[src/design/tcc_pkg.sv]
// tcc_pkg: shared types and constants for the text console with cursor and scroll
// holds character codes, field widths, operation and sequencer state encodings
// no dependencies
package tcc_pkg;

  // field widths of the item channels
  localparam int CODE_W    = 8;
  localparam int RD_ROW_W  = 5;
  localparam int RD_COL_W  = 7;
  localparam int CELL_W    = 8;
  localparam int CUR_ROW_W = 5;
  localparam int CUR_COL_W = 7;

  // control characters
  localparam logic [CODE_W-1:0] CH_NEWLINE   = 8'd10;
  localparam logic [CODE_W-1:0] CH_BACKSPACE = 8'd8;
  localparam logic [CODE_W-1:0] CH_TAB       = 8'd9;
  localparam logic [CODE_W-1:0] CH_SPACE     = 8'd32;

  // decoded operation of one item
  typedef enum logic [2:0] {
    OP_READ,
    OP_NEWLINE,
    OP_BACKSPACE,
    OP_TAB,
    OP_CHAR
  } op_t;

  // sequencer states
  typedef enum logic [1:0] {
    S_IDLE,
    S_EXEC,
    S_SCROLL,
    S_DONE
  } tcc_state_t;

endpackage

[src/design/tcc_in_if.sv]
// tcc_in_if: input item channel (valid/ready plus payload)
// depends on tcc_pkg for field widths
interface tcc_in_if;
  import tcc_pkg::*;

  logic                valid;
  logic                ready;
  logic                mode;
  logic [CODE_W-1:0]   char_code;
  logic [RD_ROW_W-1:0] read_row;
  logic [RD_COL_W-1:0] read_col;

  modport source (output valid, mode, char_code, read_row, read_col, input ready);
  modport sink   (input valid, mode, char_code, read_row, read_col, output ready);
endinterface

[src/design/tcc_out_if.sv]
// tcc_out_if: result item channel (valid/ready plus payload)
// depends on tcc_pkg for field widths
interface tcc_out_if;
  import tcc_pkg::*;

  logic                 valid;
  logic                 ready;
  logic [CELL_W-1:0]    cell_value;
  logic [CUR_ROW_W-1:0] cursor_row;
  logic [CUR_COL_W-1:0] cursor_col;
  logic                 scrolled;

  modport source (output valid, cell_value, cursor_row, cursor_col, scrolled, input ready);
  modport sink   (input valid, cell_value, cursor_row, cursor_col, scrolled, output ready);
endinterface

[src/design/tcc_ctrl.sv]
// tcc_ctrl: cursor, scroll offset and put/read sequencer of the text console
// keeps rows in a ring (row base register) so a scroll only blanks one row
// depends on tcc_pkg, tcc_in_if, tcc_out_if
module tcc_ctrl #(
  parameter int ROWS      = 25,
  parameter int COLS      = 80,
  parameter int TAB_WIDTH = 4,
  parameter int RW        = $clog2(ROWS),
  parameter int CW        = $clog2(COLS)
) (
  input  logic                        clk,
  input  logic                        rst_n,
  input  logic                        clearing,
  tcc_in_if.sink                      in_ch,
  tcc_out_if.source                   out_ch,
  output logic                        wr_en,
  output logic [RW+CW-1:0]            wr_addr,
  output logic [tcc_pkg::CELL_W-1:0]  wr_data,
  output logic                        rd_en,
  output logic [RW+CW-1:0]            rd_addr,
  input  logic [tcc_pkg::CELL_W-1:0]  rd_data
);
  import tcc_pkg::*;

  localparam int TW = $clog2(TAB_WIDTH + 1);
  localparam logic [RW-1:0] LAST_ROW = RW'(ROWS - 1);
  localparam logic [CW-1:0] LAST_COL = CW'(COLS - 1);

  tcc_state_t state_r, state_nxt;
  op_t        op_r, op_nxt;

  logic [CODE_W-1:0]    code_r, code_nxt;
  logic [RD_ROW_W-1:0]  rr_r, rr_nxt;
  logic [RD_COL_W-1:0]  rc_r, rc_nxt;
  logic [RW-1:0]        cur_row_r, cur_row_nxt;
  logic [CW-1:0]        cur_col_r, cur_col_nxt;
  logic [RW-1:0]        base_r, base_nxt;
  logic [RW-1:0]        blank_row_r, blank_row_nxt;
  logic [CW-1:0]        sweep_r, sweep_nxt;
  logic [TW-1:0]        tab_left_r, tab_left_nxt;
  logic                 scrolled_r, scrolled_nxt;
  logic                 hit_r, hit_nxt;

  logic                 out_valid_r, out_valid_nxt;
  logic [CELL_W-1:0]    out_cell_r, out_cell_nxt;
  logic [CUR_ROW_W-1:0] out_row_r, out_row_nxt;
  logic [CUR_COL_W-1:0] out_col_r, out_col_nxt;
  logic                 out_scr_r, out_scr_nxt;

  logic       slot_free;
  logic       take;
  logic       start_scroll;
  logic       rd_in_range;
  logic [RW-1:0] base_inc;
  op_t        op_dec;

  // logical row to physical row of the ring
  function automatic logic [RW-1:0] phys_row(input logic [RW-1:0] lr,
                                             input logic [RW-1:0] b);
    logic [RW:0] s;
    s = {1'b0, lr} + {1'b0, b};
    if (s >= (RW+1)'(ROWS)) begin
      s = s - (RW+1)'(ROWS);
    end
    return s[RW-1:0];
  endfunction

  // handshake
  assign slot_free    = !out_valid_r || out_ch.ready;
  assign in_ch.ready  = !clearing &&
                        ((state_r == S_IDLE) || ((state_r == S_DONE) && slot_free));
  assign take         = in_ch.valid && in_ch.ready;

  assign out_ch.valid      = out_valid_r;
  assign out_ch.cell_value = out_cell_r;
  assign out_ch.cursor_row = out_row_r;
  assign out_ch.cursor_col = out_col_r;
  assign out_ch.scrolled   = out_scr_r;

  // decode of the incoming item
  always_comb begin
    if (in_ch.mode) begin
      op_dec = OP_READ;
    end else begin
      case (in_ch.char_code)
        CH_NEWLINE:   op_dec = OP_NEWLINE;
        CH_BACKSPACE: op_dec = OP_BACKSPACE;
        CH_TAB:       op_dec = OP_TAB;
        default:      op_dec = OP_CHAR;
      endcase
    end
  end

  assign rd_in_range = (32'(rr_r) < ROWS) && (32'(rc_r) < COLS);
  assign base_inc    = (base_r == LAST_ROW) ? '0 : base_r + 1'b1;

  // sequencer: next state, cursor and memory accesses
  always_comb begin
    state_nxt     = state_r;
    op_nxt        = op_r;
    code_nxt      = code_r;
    rr_nxt        = rr_r;
    rc_nxt        = rc_r;
    cur_row_nxt   = cur_row_r;
    cur_col_nxt   = cur_col_r;
    base_nxt      = base_r;
    blank_row_nxt = blank_row_r;
    sweep_nxt     = sweep_r;
    tab_left_nxt  = tab_left_r;
    scrolled_nxt  = scrolled_r;
    hit_nxt       = hit_r;
    out_valid_nxt = out_valid_r && !out_ch.ready;
    out_cell_nxt  = out_cell_r;
    out_row_nxt   = out_row_r;
    out_col_nxt   = out_col_r;
    out_scr_nxt   = out_scr_r;
    start_scroll  = 1'b0;
    wr_en         = 1'b0;
    wr_addr       = {phys_row(cur_row_r, base_r), cur_col_r};
    wr_data       = CH_SPACE;
    rd_en         = 1'b0;
    rd_addr       = {phys_row(RW'(rr_r), base_r), CW'(rc_r)};

    case (state_r)
      S_IDLE: begin
      end

      S_EXEC: begin
        state_nxt = S_DONE;
        case (op_r)
          OP_READ: begin
            rd_en   = rd_in_range;
            hit_nxt = rd_in_range;
          end
          OP_NEWLINE: begin
            cur_col_nxt = '0;
            if (cur_row_r == LAST_ROW) begin
              start_scroll = 1'b1;
            end else begin
              cur_row_nxt = cur_row_r + 1'b1;
            end
          end
          OP_BACKSPACE: begin
            if (cur_col_r != '0) begin
              cur_col_nxt = cur_col_r - 1'b1;
              wr_en       = 1'b1;
              wr_addr     = {phys_row(cur_row_r, base_r), cur_col_r - 1'b1};
            end else if (cur_row_r != '0) begin
              cur_row_nxt = cur_row_r - 1'b1;
              cur_col_nxt = LAST_COL;
              wr_en       = 1'b1;
              wr_addr     = {phys_row(cur_row_r - 1'b1, base_r), LAST_COL};
            end
          end
          default: begin
            // plain character or one space of a tab: store, advance, wrap
            wr_en   = 1'b1;
            wr_data = (op_r == OP_TAB) ? CH_SPACE : code_r;
            if (cur_col_r == LAST_COL) begin
              cur_col_nxt = '0;
              if (cur_row_r == LAST_ROW) begin
                start_scroll = 1'b1;
              end else begin
                cur_row_nxt = cur_row_r + 1'b1;
              end
            end else begin
              cur_col_nxt = cur_col_r + 1'b1;
            end
            if (op_r == OP_TAB) begin
              tab_left_nxt = tab_left_r - 1'b1;
              if (tab_left_r != TW'(1)) begin
                state_nxt = S_EXEC;
              end
            end
          end
        endcase
      end

      S_SCROLL: begin
        // blank the row that came around to the bottom
        wr_en     = 1'b1;
        wr_addr   = {blank_row_r, sweep_r};
        wr_data   = CH_SPACE;
        sweep_nxt = sweep_r + 1'b1;
        if (sweep_r == LAST_COL) begin
          sweep_nxt = '0;
          state_nxt = ((op_r == OP_TAB) && (tab_left_r != '0)) ? S_EXEC : S_DONE;
        end
      end

      S_DONE: begin
        if (slot_free) begin
          out_valid_nxt = 1'b1;
          out_cell_nxt  = ((op_r == OP_READ) && hit_r) ? rd_data : '0;
          out_row_nxt   = CUR_ROW_W'(cur_row_r);
          out_col_nxt   = CUR_COL_W'(cur_col_r);
          out_scr_nxt   = (op_r != OP_READ) && scrolled_r;
          state_nxt     = S_IDLE;
        end
      end

      default: begin
        state_nxt = S_IDLE;
      end
    endcase

    // scroll: rotate the ring and start blanking the old top row
    if (start_scroll) begin
      base_nxt      = base_inc;
      blank_row_nxt = base_r;
      sweep_nxt     = '0;
      scrolled_nxt  = 1'b1;
      state_nxt     = S_SCROLL;
    end

    // new item
    if (take) begin
      op_nxt       = op_dec;
      code_nxt     = in_ch.char_code;
      rr_nxt       = in_ch.read_row;
      rc_nxt       = in_ch.read_col;
      scrolled_nxt = 1'b0;
      hit_nxt      = 1'b0;
      tab_left_nxt = TW'(TAB_WIDTH);
      state_nxt    = S_EXEC;
    end
  end

  // state register
  always_ff @(posedge clk) begin
    if (!rst_n) begin
      state_r     <= S_IDLE;
      out_valid_r <= 1'b0;
      cur_row_r   <= '0;
      cur_col_r   <= '0;
      base_r      <= '0;
      sweep_r     <= '0;
    end else begin
      state_r     <= state_nxt;
      out_valid_r <= out_valid_nxt;
      cur_row_r   <= cur_row_nxt;
      cur_col_r   <= cur_col_nxt;
      base_r      <= base_nxt;
      sweep_r     <= sweep_nxt;
    end
  end

  // item and result payload registers
  always_ff @(posedge clk) begin
    op_r        <= op_nxt;
    code_r      <= code_nxt;
    rr_r        <= rr_nxt;
    rc_r        <= rc_nxt;
    blank_row_r <= blank_row_nxt;
    tab_left_r  <= tab_left_nxt;
    scrolled_r  <= scrolled_nxt;
    hit_r       <= hit_nxt;
    out_cell_r  <= out_cell_nxt;
    out_row_r   <= out_row_nxt;
    out_col_r   <= out_col_nxt;
    out_scr_r   <= out_scr_nxt;
  end

  // cursor and ring base stay inside the grid
  a_cursor_in_grid: assert property (@(posedge clk) disable iff (!rst_n)
    (32'(cur_row_r) < ROWS) && (32'(cur_col_r) < COLS))
    else $error("cursor left the grid");

  a_base_in_grid: assert property (@(posedge clk) disable iff (!rst_n)
    32'(base_r) < ROWS)
    else $error("row base out of range");

  // a scroll only happens with the cursor on the bottom row
  a_scroll_bottom: assert property (@(posedge clk) disable iff (!rst_n)
    (state_r == S_SCROLL) |-> (cur_row_r == LAST_ROW))
    else $error("scroll with cursor off the bottom row");

  // the blanked row is the one the cursor now sits on
  a_blank_is_cursor_row: assert property (@(posedge clk) disable iff (!rst_n)
    (state_r == S_SCROLL) |-> (phys_row(cur_row_r, base_r) == blank_row_r))
    else $error("blanking a row other than the bottom row");

endmodule

[src/flat_wrapper.sv]
// flat-port wrapper written by rule: the top's interface ports become plain ports
module tcc_ctrl_flat import tcc_pkg::*;
#(
  parameter int ROWS      = 25,
  parameter int COLS      = 80,
  parameter int TAB_WIDTH = 4,
  parameter int RW        = $clog2(ROWS),
  parameter int CW        = $clog2(COLS)
)
  (clk, rst_n, clearing, wr_en, wr_addr, wr_data, rd_en, rd_addr, rd_data, in_ch_valid, in_ch_mode, in_ch_char_code, in_ch_read_row, in_ch_read_col, in_ch_ready, out_ch_valid, out_ch_cell_value, out_ch_cursor_row, out_ch_cursor_col, out_ch_scrolled, out_ch_ready);
  tcc_in_if in_ch_i ();
  tcc_out_if out_ch_i ();
  input  logic clk;
  input  logic rst_n;
  input  logic clearing;
  output logic wr_en;
  output logic [RW+CW-1:0] wr_addr;
  output logic [tcc_pkg::CELL_W-1:0] wr_data;
  output logic rd_en;
  output logic [RW+CW-1:0] rd_addr;
  input  logic [tcc_pkg::CELL_W-1:0] rd_data;
  input wire logic [$bits(in_ch_i.valid)-1:0] in_ch_valid;
  input wire logic [$bits(in_ch_i.mode)-1:0] in_ch_mode;
  input wire logic [$bits(in_ch_i.char_code)-1:0] in_ch_char_code;
  input wire logic [$bits(in_ch_i.read_row)-1:0] in_ch_read_row;
  input wire logic [$bits(in_ch_i.read_col)-1:0] in_ch_read_col;
  output wire logic [$bits(in_ch_i.ready)-1:0] in_ch_ready;
  output wire logic [$bits(out_ch_i.valid)-1:0] out_ch_valid;
  output wire logic [$bits(out_ch_i.cell_value)-1:0] out_ch_cell_value;
  output wire logic [$bits(out_ch_i.cursor_row)-1:0] out_ch_cursor_row;
  output wire logic [$bits(out_ch_i.cursor_col)-1:0] out_ch_cursor_col;
  output wire logic [$bits(out_ch_i.scrolled)-1:0] out_ch_scrolled;
  input wire logic [$bits(out_ch_i.ready)-1:0] out_ch_ready;
  assign in_ch_i.valid = in_ch_valid;
  assign in_ch_i.mode = in_ch_mode;
  assign in_ch_i.char_code = in_ch_char_code;
  assign in_ch_i.read_row = in_ch_read_row;
  assign in_ch_i.read_col = in_ch_read_col;
  assign in_ch_ready = in_ch_i.ready;
  assign out_ch_valid = out_ch_i.valid;
  assign out_ch_cell_value = out_ch_i.cell_value;
  assign out_ch_cursor_row = out_ch_i.cursor_row;
  assign out_ch_cursor_col = out_ch_i.cursor_col;
  assign out_ch_scrolled = out_ch_i.scrolled;
  assign out_ch_i.ready = out_ch_ready;
  tcc_ctrl #(.ROWS(ROWS), .COLS(COLS), .TAB_WIDTH(TAB_WIDTH), .RW(RW), .CW(CW)) u_core (.clk(clk), .rst_n(rst_n), .clearing(clearing), .in_ch(in_ch_i), .out_ch(out_ch_i), .wr_en(wr_en), .wr_addr(wr_addr), .wr_data(wr_data), .rd_en(rd_en), .rd_addr(rd_addr), .rd_data(rd_data));
endmodule
[config.mk]
export PLATFORM = sky130hd
export DESIGN_NAME = tcc_ctrl_flat
export DESIGN_NICKNAME = d
export VERILOG_FILES = /design/src/design/tcc_pkg.sv /design/src/design/tcc_in_if.sv /design/src/design/tcc_out_if.sv /design/src/design/tcc_ctrl.sv /design/src/flat_wrapper.sv
export SDC_FILE = /design/constraint.sdc
export NUM_CORES = 1
export LEC_CHECK = 0
export BUFFER_PORTS_ARGS = -buffer_cell sky130_fd_sc_hd__buf_2
export CAP_MARGIN = 20
export CORE_MARGIN = 2
export CORE_UTILIZATION = 61
export CTS_CLUSTER_DIAMETER = 50
export CTS_CLUSTER_SIZE = 16
export DETAILED_ROUTE_END_ITERATION = 8
export PLACE_DENSITY = 0.89
export SYNTH_ARGS = -nofsm -noshare
export SYNTH_HDL_FRONTEND = slang
export SYNTH_SLANG_ARGS = --single-unit
[constraint.sdc]
create_clock -name clk -period 5.75 [get_ports clk]
set_input_delay 0.575 -clock clk [delete_from_list [all_inputs] [get_ports clk]]
set_output_delay 0.575 -clock clk [all_outputs]
set_load 0.03 [all_outputs]
Word-level counts from Yosys, hierarchy flattened
Cells that the tools add are included.
{ "totals": {"regBits": 81, "output_inout_bits": 57, "wordCells": 138} }
{ "classes": {"addsub": 13, "n_lt_le_gt_ge": 5, "n_eq_ne": 21, "n_mux": 43, "n_bitwise": 3, "n_reduce_logical": 34} }
{ "ops": {"columns": ["op", "n"], "rows": [
  ["5-bit two-way mux", 8],
  ["12-bit two-way mux", 3],
  ["7-bit two-way mux", 4],
  ["8-bit by 4-bit equality test with 1-bit output (second input constant)", 3],
  ["8-bit two-way mux", 3],
  ["12-bit case mux with 2 select lines", 1],
  ["7-bit case mux with 3 select lines", 1],
  ["5-bit by 5-bit adder with 6-bit output", 3],
  ["6-bit by 5-bit >= comparator with 1-bit output (second input constant)", 3],
  ["5-bit case mux with 3 select lines", 1],
  ["5-bit subtractor (second input constant)", 3],
  ["7-bit by 1-bit adder with 7-bit output (second input constant)", 2],
  ["7-bit equality test (second input constant)", 2],
  ["2-bit two-way mux", 7],
  ["3-bit by 1-bit != test with 1-bit output (second input constant)", 4],
  ["3-bit AND reduction", 4],
  ["5-bit by 1-bit adder with 5-bit output (second input constant)", 2],
  ["5-bit equality test (second input constant)", 2],
  ["1-bit two-way mux", 10],
  ["5-bit nonzero test", 2],
  ["3-bit case mux with 3 select lines", 1],
  ["3-bit nonzero test", 3],
  ["1-bit logical AND", 8],
  ["4-bit by 1-bit != test with 1-bit output (second input constant)", 2],
  ["other kinds (24)", 37]
]} }

Longest topological paths before layout
{ "logic_depth": {"ltp_word": 8, "ltp_mapped": 11, "depth_no_buf": 11} }

Least setup slack after synthesis
OpenSTA, ideal clock, no wires.
{ "synth_timing": {"kind": "input port to flip-flop", "start": "input out_ch_ready", "end": "register u_core.code_r[0] (enable)", "setup_ns": 0.382, "arrival_time_ns": 2.966, "required_ns": 5.368, "slack_ns": 2.402, "path_stages": 6, "path_buffers": 0, "cell_sequence": "nor2b_1 nor2b_1 nor2_1 nor2_1 nand2_1 inv_1"} }
{ "synth_via": {"elab_chain_len": 5} }
{ "synth_rtl": {"columns": ["item", "line", "source"], "rows": [
  ["start, declared", "flat_wrapper.sv:33", "input wire logic [$bits(out_ch_i.ready)-1:0] out_ch_ready;"],
  ["1-bit logical OR", "tcc_ctrl.sv:69", "assign slot_free = !out_valid_r || out_ch.ready;"],
  ["1-bit logical AND", "tcc_ctrl.sv:71", "((state_r == S_IDLE) || ((state_r == S_DONE) && slot_free));"],
  ["1-bit logical OR", "tcc_ctrl.sv:71", null],
  ["1-bit logical AND", "tcc_ctrl.sv:70", "assign in_ch.ready = !clearing &&"],
  ["net in_ch_ready", "flat_wrapper.sv:27", "output wire logic [$bits(in_ch_i.ready)-1:0] in_ch_ready;"],
  ["1-bit logical AND", "tcc_ctrl.sv:72", "assign take = in_ch.valid && in_ch.ready;"],
  ["net u_core.take", "tcc_ctrl.sv:51", "logic take;"],
  ["end signal, assigned", "tcc_ctrl.sv:251", "code_r <= code_nxt;"],
  ["end, declared", "tcc_ctrl.sv:32", "logic [CODE_W-1:0] code_r, code_nxt;"]
]} }
The timed path passes the listed nets, and every way through them passes these cells.
A chain may end at the register's enable or synchronous reset.

Worst setup path in the final report
{ "layout_timing": {"start": "register u_core.cur_row_r[0]", "end": "output wr_addr[9]"} }
{ "layout_via": {"elab_chain_len": 8, "word_cells_on_any_way": 14} }
{ "layout_rtl": {"columns": ["item", "line", "source"], "rows": [
  ["start, declared", "tcc_ctrl.sv:35", "logic [RW-1:0] cur_row_r, cur_row_nxt;"],
  ["start signal, assigned", "tcc_ctrl.sv:241", "cur_row_r <= cur_row_nxt;"],
  ["5-bit by 1-bit subtractor with 5-bit output", "tcc_ctrl.sv:152", "wr_addr = {phys_row(cur_row_r - 1'b1, base_r), LAST_COL};"],
  ["5-bit by 5-bit adder with 6-bit output", "tcc_ctrl.sv:61", "s = {1'b0, lr} + {1'b0, b};"],
  ["5-bit subtractor / 6-bit by 5-bit >= comparator with 1-bit output (equally long branches)", "tcc_ctrl.sv:63, tcc_ctrl.sv:62", null],
  ["5-bit two-way mux", "tcc_ctrl.sv:62", "if (s >= (RW+1)'(ROWS)) begin"],
  ["12-bit two-way mux", "tcc_ctrl.sv:148", "end else if (cur_row_r != '0) begin"],
  ["12-bit two-way mux", "tcc_ctrl.sv:144", "if (cur_col_r != '0) begin"],
  ["12-bit two-way mux", "tcc_ctrl.sv:130", "case (op_r)"],
  ["12-bit case mux with 2 select lines *", "tcc_ctrl.sv:124", "case (state_r)"],
  ["end, declared", "flat_wrapper.sv:17", "output logic [RW+CW-1:0] wr_addr;"]
]} }
Every way passes the cells marked *; elsewhere a longest branch is shown, timed or not.

==> metrics.txt <==
CP endpoint kind=primary output; met2 usage=0.458; internal reg-to-reg setup slack=a little under 3000 ps; clk_lat worst skew=350 ps; initial DRC count=310; post-CTS sizing=0; Int Power=1.14 mW; die area=0.00899 mm²; number of diodes=0; most frequent cells in the layout=buf_2 (90), nor2_1 (51), edfxtp_1 (49); Synth warnings=0; DR pass1 iterations=5; Worst-Margin Slew=1010 ps; R2R Path End=u_core.state_r[1]; worst hold stages=1; Setup Skew=11.8 ps; xor and xnor area share after synthesis=0.0505; Final #Nets=roughly 680; Routed wire per std cell=16.2 µm; Slew HR=0.329; Worst path depth=11; Layout area overhead=13.9%; DRC=0; Total Wirelength=11600 µm; gpl congestion=0.967; mux share of post-synthesis cell area=0.0144; commonest non-fill, non-tap cell in the layout=buf_2; CP arrival=around 3400 ps; hpwl dp=between 8000 and 9000 µm; worst r2r path cells=9; final critical-path setup slack=1780 ps; Power Total=2.02 mW; max-cap violations=0; Die H=94.8 µm; Final Hold Vio Count=0; Vias=4357; Critical-path top delay cell=fa_1; IO buf count=90; Core Rows=33; syn nets=598; Reg power frac=0.379; dominant cells by area after synthesis=edfxtp_1 (29%), dfxtp_1 (13%), ha_1 (9.4%), nor2_1 (3.8%), a21oi_1 (3.5%); antenna violations before repair=0; Switching Power=just under 0.9 mW; placed inst area=0.00555 mm²; remaining global-route overflow=0; Crit path buffers/inverters=2; synth unique cells=68; worst hold-check path type=in -> reg; Mapped Cells=around 520; total CTS buffers=9; post-route cell area=0.00573 mm²; period utilization=0.690; asr flop ratio synth=0; Critical path origin=u_core.cur_row_r[0]; RSZ-0062 raised after global routing=false; Clk network pwr share=0.183; Synth top area share=0.292; # fillers=605; highest clock rate=252 MHz; flops & latches, synth=81; GRT busiest layer=met2; ys flop type=edfxtp_1; sequential element share of the synthesized area=0.420; CTS tree=built; post-CTS setup buffer count=0; share of post-route cells with drive strength above 1=0.219; Critical Path Fanout Max=7; CTS Root Cell=clkbuf_8; GRT Total Usage=0.274; Synth Area in Adders=0.106; worst path required time=5180 ps; core area=0.00809 mm²; Syn Std Cell Area=0.00503 mm²; Starting Density=0.622; Synth area leader=edfxtp_1; clock sinks=81; Worst Setup EP=wr_addr[9]; global-route wire length before repair=19400 µm; largest vdd supply drop=0.000209 V; vias in the first global route=4158; GR Layer Usage met1=0.352; # IOs=a little over 90; met3 GRT Util=0.0630; post-route insts no fill=717; leakage=approximately 2.4 nW; sw frac=0.436; outcome=finished, final reports clean; placed cells=700; simple-gate share of the synthesized area=0.193; Pins Over Slew Limit=0; delay-heaviest family, CP=adder cells; syn avg cell area=9.62 µm²; Comb power frac=0.438; Max Buffers Root-to-Sink=2; pwr dens=352 mW/mm²; CP cell instances=inv_1 > ha_1 > fa_1 > ha_1 > nand2_1 > nor2_1 > o21ai_0 > a31o_2 > a211o_1 > nand3_1 > buf_2; Crit path top cell by count=ha_1; Hold Buf Count CTS=0; CP Launch Type=register; largest net degree at the start of global routing=29; CTS H-tree lvls=3; Setup-failing EPs final=0; clock-pin transition on the worst setup and hold timing paths=90 ps; Critical Path Max Stage Delay=~600 ps; pre-CTS setup slack=2200 ps; Crit Path Category=reg -> out; largest family of logic cells by synthesized area=simple AND/OR/NAND/NOR gates; Reg-to-Reg Start=u_core.state_r[1]; Post-synth EDFFs=49; Die Wd=94.8 µm; via/cell ratio=6.08; final antenna-violating net count=0; Final TNS setup=0 ps; Synth Area in Compound Gates=0.180; Tmin final=3970 ps
==> worst register-to-register path, stage by stage (launching register included) <==
cell	delay (ps)
dfxtp_1	360
inv_1	130
ha_1	810
o21ai_1	200
a211oi_2	200
buf_4	270
nor2_1	110
a211oi_4	290
nor2_1	80
a2111oi_2	310
==> kinds of logic (layout without fill, tap and decap cells) <==
group | count (synthesis) | in the layout
compound gates | 133 | 133
xor+xnor | 29 | 29
fa+ha+maj | 41 | 41
buf+inv | 46 | 135
flops | 81 | 81
mux | 7 | 7
simple gates | 186 | 186
==> power by group through the flow <==
stage          combinational (mW)  sequential, mW  clock (mW)
4_1_cts                     0.871           0.764       0.371
3_3_place_gp                0.836           0.771           0
3_5_place_dp                0.864           0.778           0
2_1_floorplan               0.612           0.810           0
5_1_grt                     0.962           0.774       0.398
6_report                    0.885           0.765       0.370
==> how the worst min path moves through the flow <==
stage	start	end	slack [ps]
floorplan	u_core.cur_col_r[4]	u_core.out_ch.cursor_col[4]	400
global placement	u_core.scrolled_r	u_core.scrolled_r	440
detailed placement	u_core.scrolled_r	u_core.scrolled_r	460
CTS	in_ch_read_col[0]	u_core.rc_r[0]	390
global route	in_ch_read_row[1]	u_core.rr_r[1]	380
finish	in_ch_read_col[0]	u_core.rc_r[0]	390
==> synthesized netlist by cell type (all sizes together) (7+ instances only) <==
cell type / number
o21ai: 30
nor3: 12
and3: 22
inv: 26
dfxtp: 32
nand3: 20
clkbuf: 15
nand2: 42
nor2: 52
xor2: 12
a21oi: 36
a22oi: 7
o31ai: 8
a211oi: 10
edfxtp: 49
nor2b: 8
ha: 38
xnor2: 17
==> sequential cells by signal, summed over array words and instances (netlist names), 2 cells and up <==
name / cells
u_core.sweep_r: 7
u_core.out_ch.cursor_row: 5
u_core.base_r: 5
u_core.out_ch.cursor_col: 7
u_core.tab_left_r: 3
u_core.code_r: 8
u_core.cur_row_r: 5
u_core.state_r: 2
u_core.op_r: 3
u_core.rc_r: 7
u_core.rr_r: 5
u_core.cur_col_r: 7
u_core.out_ch.cell_value: 8
u_core.blank_row_r: 5
==> layer usage <==
layer,part of all wire,vias to the layer above
met3,0.084,23
met4,0.018,0
met2,0.48,211
met1,0.42,2050
li1,-,2073
met5,0,-
==> layout make-up <==
type	instances	area [µm²]	area share
Clock buffer	9	124	0.0216
Clock inverter	7	46.3	0.00808
Inverter	26	97.6	0.0170
Multi-Input combinational cell	396	2740	0.478
Sequential cell	81	2110	0.368
Tap cell	105	131	0.0229
Timing Repair Buffer	93	480	0.0838
==> metrics by stage <==
step | utilization | hold WS, ps
global route | 0.708 | 384
global placement | 0.686 | 442
CTS | 0.707 | 387
floorplan | - | 403
detailed placement | 0.686 | 457
finish | 0.708 | 394
No activity file was read; power rests on OpenSTA's default activity.
